$ cat config.mk
export PLATFORM = sky130hd
export DESIGN_NAME = tdpt_ctrl
export DESIGN_NICKNAME = d
export VERILOG_FILES = /design/src/rtl/core/tdpt_pkg.sv /design/src/rtl/core/tdpt_ctrl.sv
export VERILOG_INCLUDE_DIRS = /design/src /design/src/rtl/core
export SDC_FILE = /design/constraint.sdc
export NUM_CORES = 1
export LEC_CHECK = 0
export CORE_AREA = 2 2 39 41
export CTS_CLUSTER_DIAMETER = 80
export DETAILED_ROUTE_END_ITERATION = 7
export DIE_AREA = 0 0 41 43
export DONT_BUFFER_PORTS = 1
export HOLD_SLACK_MARGIN = 0.1
export PLACE_DENSITY = 0.41
export SLEW_MARGIN = 20
export SYNTH_ARGS = -nofsm -noshare
export SYNTH_HDL_FRONTEND = slang
export SYNTH_SLANG_ARGS = --single-unit
$ cat constraint.sdc
create_clock -name i_clk -period 1.5 [get_ports i_clk]
set_input_delay 0.15 -clock i_clk [delete_from_list [all_inputs] [get_ports i_clk]]
set_output_delay 0.15 -clock i_clk [all_outputs]
set_load 0.1 [all_outputs]
$ cat src/rtl/core/trial_division_prime_test_macros.svh
// Assertion macros for the trial division prime test block.
// Included by modules that carry concurrent checks; no other dependencies.
`ifndef TRIAL_DIVISION_PRIME_TEST_MACROS_SVH
`define TRIAL_DIVISION_PRIME_TEST_MACROS_SVH

// Same-cycle implication, disabled while reset is asserted.
`define TDPT_ASSERT_SAME(lbl, clk, rst_n, ante, cons, msg) \
    lbl: assert property (@(posedge clk) disable iff (!(rst_n)) (ante) |-> (cons)) \
        else $error(msg);

// Next-cycle implication, disabled while reset is asserted.
`define TDPT_ASSERT_NEXT(lbl, clk, rst_n, ante, cons, msg) \
    lbl: assert property (@(posedge clk) disable iff (!(rst_n)) (ante) |=> (cons)) \
        else $error(msg);

`endif

$ cat src/rtl/core/tdpt_pkg.sv
// Package for the trial division prime test block: widths, constants,
// controller state type and the command/status structs. No dependencies.
package tdpt_pkg;

    localparam int VALUE_WIDTH = 16;
    localparam int TWIN_GAP    = 2;
    localparam int FIRST_DIV   = 2;
    localparam int FIRST_SQ    = FIRST_DIV * FIRST_DIV;

    localparam int DIV_BITS   = 8;
    localparam int DIV_CHUNKS = (VALUE_WIDTH + DIV_BITS - 1) / DIV_BITS;
    localparam int SH_W       = DIV_CHUNKS * DIV_BITS;
    localparam int D_W        = (VALUE_WIDTH + 1) / 2 + 1;
    localparam int SQ_W       = 2 * D_W;
    localparam int CNT_W      = $clog2(DIV_CHUNKS + 1);

    typedef enum logic [1:0] {
        S_IDLE,
        S_CHECK,
        S_DIV,
        S_DONE
    } t_state;

    typedef struct packed {
        logic load_value;
        logic load_twin;
        logic div_step;
        logic div_next;
        logic set_result;
        logic res_prime;
        logic res_twin;
    } t_dp_cmd;

    typedef struct packed {
        logic n_small;
        logic sq_over;
        logic next_over;
        logic div_last;
        logic rem_zero;
        logic twin_fits;
    } t_dp_sts;

endpackage

$ cat src/rtl/core/tdpt_ctrl.sv
// Controller: sequences the value test, the optional value-plus-two test and
// the result strobe. Uses tdpt_pkg and the assertion macro header.
`include "trial_division_prime_test_macros.svh"

module tdpt_ctrl
    import tdpt_pkg::*;
(
    input  logic    i_clk,
    input  logic    i_rst_n,
    input  logic    start,
    output logic    busy,
    input  t_dp_sts i_sts,
    output t_dp_cmd o_cmd,
    output logic    o_done
);

    t_state r_state;
    t_state n_state;
    logic   r_phase;
    logic   n_phase;
    logic   fin;
    logic   fin_prime;

    always_ff @(posedge i_clk) begin
        if (!i_rst_n) begin
            r_state <= S_IDLE;
            r_phase <= 1'b0;
        end else begin
            r_state <= n_state;
            r_phase <= n_phase;
        end
    end

    // test verdict for the current candidate
    always_comb begin
        fin       = 1'b0;
        fin_prime = 1'b0;
        case (r_state)
            S_CHECK: begin
                if (i_sts.n_small) begin
                    fin = 1'b1;
                end else if (i_sts.sq_over) begin
                    fin       = 1'b1;
                    fin_prime = 1'b1;
                end
            end
            S_DIV: begin
                if (i_sts.div_last) begin
                    if (i_sts.rem_zero) begin
                        fin = 1'b1;
                    end else if (i_sts.next_over) begin
                        fin       = 1'b1;
                        fin_prime = 1'b1;
                    end
                end
            end
            default: ;
        endcase
    end

    always_comb begin
        o_cmd = '0;
        case (r_state)
            S_IDLE: begin
                o_cmd.load_value = start;
            end
            S_DIV: begin
                o_cmd.div_step = 1'b1;
                o_cmd.div_next = i_sts.div_last && !fin;
            end
            default: ;
        endcase
        if (fin) begin
            if (!r_phase && fin_prime && i_sts.twin_fits) begin
                o_cmd.load_twin = 1'b1;
            end else begin
                o_cmd.set_result = 1'b1;
                o_cmd.res_prime  = r_phase | fin_prime;
                o_cmd.res_twin   = r_phase & fin_prime;
            end
        end
    end

    always_comb begin
        n_state = r_state;
        n_phase = r_phase;
        case (r_state)
            S_IDLE: begin
                if (start) begin
                    n_state = S_CHECK;
                    n_phase = 1'b0;
                end
            end
            S_CHECK: begin
                if (!fin) begin
                    n_state = S_DIV;
                end
            end
            S_DIV: ;
            S_DONE: begin
                n_state = S_IDLE;
            end
            default: begin
                n_state = S_IDLE;
            end
        endcase
        if (fin) begin
            if (!r_phase && fin_prime && i_sts.twin_fits) begin
                n_state = S_CHECK;
                n_phase = 1'b1;
            end else begin
                n_state = S_DONE;
            end
        end
    end

    assign busy   = (r_state != S_IDLE);
    assign o_done = (r_state == S_DONE);

    `TDPT_ASSERT_NEXT(a_done_single, i_clk, i_rst_n, o_done, !o_done, "done held")
    `TDPT_ASSERT_NEXT(a_done_frees, i_clk, i_rst_n, o_done, !busy, "busy after done")
    `TDPT_ASSERT_NEXT(a_accept_busy, i_clk, i_rst_n, start && !busy, busy, "accept ignored")
    `TDPT_ASSERT_NEXT(a_result_done, i_clk, i_rst_n, o_cmd.set_result, o_done, "no strobe")
    `TDPT_ASSERT_SAME(a_twin_prime, i_clk, i_rst_n, o_cmd.set_result && o_cmd.res_twin,
        o_cmd.res_prime, "twin without prime")

endmodule

# [Word-level counts from Yosys, hierarchy flattened]
# Cells that the tools add are included.
# Widths: inputs -> output; s select.
[totals] mem_bits_rw=0 input_bits=9 mem_bits_ro=0 n_memories=0 latchBits=0 reg_bits=3 word_cells=41 out_inout_bits=9
[op_classes] order_cmp=0 add_sub_neg=0 n_mul=0 n_bitwise=2 mux=24 reduce_logical=9 shift=0 n_eq_ne=4 div_mod_pow=0
[ops] op="$mux 1" count=15
[ops] op="$mux 2" count=4
[ops] op="$mux 3" count=2
[ops] op="$pmux 2 s3" count=1
[ops] op="$eq 2x2->1 const B" count=2
[ops] op="$pmux 1 s2" count=2
[ops] op="$reduce_bool 4->1" count=1
[ops] op="$logic_and 1x1->1" count=3
[ops] op="$ne 3x3->1 const B" count=1
[ops] op="$eq 2x1->1 const B" count=1
[ops] op="$logic_not 1->1" count=2
[ops] op="$logic_not 2->1" count=1
[ops] op="$reduce_and 2->1" count=1
[ops] op="$reduce_bool 2->1" count=1
[ops] op="$and 1x1->1" count=1
[ops] op="$or 1x1->1" count=1

# [Longest topological paths before layout]
[depth] ltp_word=8 depth_mapped=5 ltp_nobuf=5

# [Worst setup path before layout]
# No wires, ideal clock.
[synth_path] path_kind="register to output" startpoint="register r_state[0]" endpoint="output port o_cmd[2] in the netlist's numbering" path_slack_ns=-1.856 arrival_time_ns=3.206 path_stages_with_launch=6 t_required_ns=1.350 n_path_buf=0 path_cell_list="dfxtp_1 -> inv_1 -> ha_1 -> nand4b_4 -> a211oi_4 -> nor2_1"
[synth_rtl] item="from (decl)" line_no="tdpt_ctrl.sv:17" rtl="t_state r_state;"
[synth_rtl] item="from (signal assigned)" line_no="tdpt_ctrl.sv:29" rtl="r_state <= n_state;"
[synth_rtl] item="to (decl)" line_no="tdpt_ctrl.sv:13" rtl="output t_dp_cmd o_cmd,"

==> results.toml <==
[floorplan]
core-area_sq_um = 1380
die_area_sq_um = 1760
die_h_microns = 43
fp.dieW_microns = 41
ioPinCount = 18
num_rows = 14
start_util_pct = 22.8

[synthesis]
syn_avg_cell_area_sq_um = 8.52
synth_area_leaders = "dfxtp_1 19%, ha_1 16%, o21a_1 9.5%"
post_synth_inst_count = 37
synth_area_leader_cell = "dfxtp_1"
synth_nets = 50
ys_types = 19
synth_top_area_share_pct = 19.0
ys_seq_area_share_pct = 19.0
yosys_register_bits = 3
syn_area_sq_um = 315
ys_warn_count = 0

[final_layout]
nFillCells = 136
area_delta_synth_final_pct = 124
fin_nets = 77
insertedDiodeCount = 0
fin_cells = 79
drive_gt1_share_pct = 69.8
finalInstanceArea_sq_um = 706

[route]
wl_microns = 1130
vias = 388
viasPerCell = 4.91
ant_nets = 0
drtIter0Drc = 3
drt_first_pass_iters = 4
drc = 0
wl_per_cell_microns = 14.3

[cts]
cts_max_level = 1
cts.clk_slew.worst_paths_ps = 40
numCtsBuffers = 3
clock_latency_ps = 230
clk_path_buf_depth = 2
cts_tree = "built"
clockRootBuffer = "clkbuf_4"
cts_num_sinks = 3

[timing]
drv_slew = 0
max_freq_ghz = 0.576
fin_worst_skew_ps = 4.24
worstMarginPinSlew_ps = 308
finalSetupViolCount = 5
setup_slack_ps = -237
rsz0062_at_grt = "true"
hold_viol = 0
max_slew_margin_pct = 79.5
fin_crit_ps = 1740
post-route-period-util_pct = 116

[grt]
met3_usage_pct = 5.76
antenna_found_initial = 0
grt-busiest-layer = "met2"
grt_max_degree = 5
grt_pass1_vias = 476
grt.overflow.total = 0
grt_pass1_wl_microns = 1870
use_met1_pct = 13.5
grtUsageTotal_pct = 16.1
groute.layer.met2.usage_pct = 27.8

[worst_setup_path]
critPathKind = "reg2out"
critPathMaxStageDelay_ps = 350
cp-end-kind = "primary output"
path_buf_inv = 2
worstPathCellList = "inv_4 -> ha_4 -> nand3b_1 -> buf_4 -> a21oi_2 -> o21a_4"
critPathTopFamily = "compound AO/OA/AOI/OAI gates"
cp.required_ps = 1350
start_kind = "flop"
crit_fanout = 3
crit_arrival_ps = 1590
cpMaxStageDelayCell = "dfxtp_4"

[placed_design]
globalplace.congestion = 0.722
port_buffers = 0
dp_cells = 70
hpwlAfterDp_microns = 798
placed_area_sq_um = 537

[pwr]
pwr-share-seq_pct = 10.4
switching_share_pct = 54.9
p_total_w = 0.00156
p_sw_w = 0.000855
p_leak_nw = 0.308
p_int_w = 0.000703
clkPwrFrac_pct = 9.1
p_comb_share_pct = 80.5
powerDensity_nw_per_um2 = 2210
peakVddDrop_mv = 1.31

[worst_hold_path]
hold_class = "in2reg"

[run_status]
violations = "setup timing"
status = "complete, but fails checks"

[flow_run]
drv_cap = 0
[cells in the final DEF (no fill, tap or decap), drive strengths merged, types with 2 or more instances in the layout]
master  netlist  routed
o21a          4       4
buf           0      21
nor2b         2       2
dfxtp         3       3
ha            4       4
nor2          3       3
clkbuf        0       4
and3          2       2
o21ai         4       4
inv           4       4
nand2         3       3
[area by class of cell]
cell class	instances	area, sq um	share of cell area, %
clock buffers	4	26.3	3.72
inverters	4	20.0	2.84
multi-input cells	30	332	47.0
flip-flops and latches	3	67.6	9.57
well taps	16	20.0	2.84
repair buffers	22	240	34.0
[flip-flops by register name, summed over array words and instances, names as in the netlist]
name,flops
r_phase,1
r_state,2
[power groups by stage]
stage	Combinational [W]	Clock (W)	Sequential [W]
2_1_floorplan	0.000736	0	0.000140
3_5_place_dp	0.00104	0	0.000132
3_3_place_gp	0.00103	0	0.000131
6_report	0.00125	0.000141	0.000162
5_1_grt	0.00133	0.000161	0.000162
4_1_cts	0.00117	0.000149	0.000148
[logic make-up after synthesis]
group,Yosys count,share of synthesized area (%)
AOI/OAI and AO/OA,13,32.9
DFF,3,19.0
and+or+nand+nor,13,27.4
buffers and inverters,4,4.76
adders and majority gates,4,15.9
[worst min-delay path, delay by kind of cell]
family / cells / cell delay, ps
compound gates: 2 / 250
simple gates: 1 / 40
[cells in the mapped netlist, drive strengths merged]
| master | number |
|---|---|
| a211oi | 1 |
| a21oi | 1 |
| a311oi | 1 |
| a31oi | 1 |
| and2 | 1 |
| and3 | 2 |
| dfxtp | 3 |
| ha | 4 |
| inv | 4 |
| nand2 | 3 |
| nand3b | 1 |
| nand4b | 1 |
| nor2 | 3 |
| nor2b | 2 |
| o211a | 1 |
| o21a | 4 |
| o21ai | 4 |
[through the flow]
step | setup slack (ps) | TNS (ps) | util [%] | hold slack, ps
after global routing | -316 | -1460 | 51.0 | 260
final | -237 | -1070 | 51.0 | 246
after floorplan | -903 | -3410 | - | 268
after CTS | -235 | -1110 | 48.0 | 190
after detailed placement | -41.5 | -65.2 | 38.8 | 277
after global placement | -24.9 | -24.9 | 38.8 | 274
[routing by layer]
| layer | part of all wire [%] | up-vias |
|---|---|---|
| met5 | 0 | - |
| met3 | 6.6 | 2 |
| met4 | 0.71 | 0 |
| li1 | - | 182 |
| met2 | 60 | 14 |
| met1 | 32 | 190 |
[what timing repair did]
action | in CTS | in global routing
hold buffers | 1 | 0
setup endpoints to repair | 6 | 8
endpoints found under the hold margin | 3 | 0
buffers inserted | 4 | 2
resized for setup | 14 | 11
pin swaps | 8 | 3
[worst paths after layout]
| path | start | to | slack [ps] | cells after the start |
|---|---|---|---|---|
| min | start | r_state[1] | 250 | 3 |
| max | r_state[1] | o_cmd[1] | -240 | 6 |
| max reg2reg | r_state[1] | r_state[1] | 70 | 7 |
| min reg2reg | r_state[0] | r_state[0] | 710 | 3 |
Power figures use the tool's default switching activity.
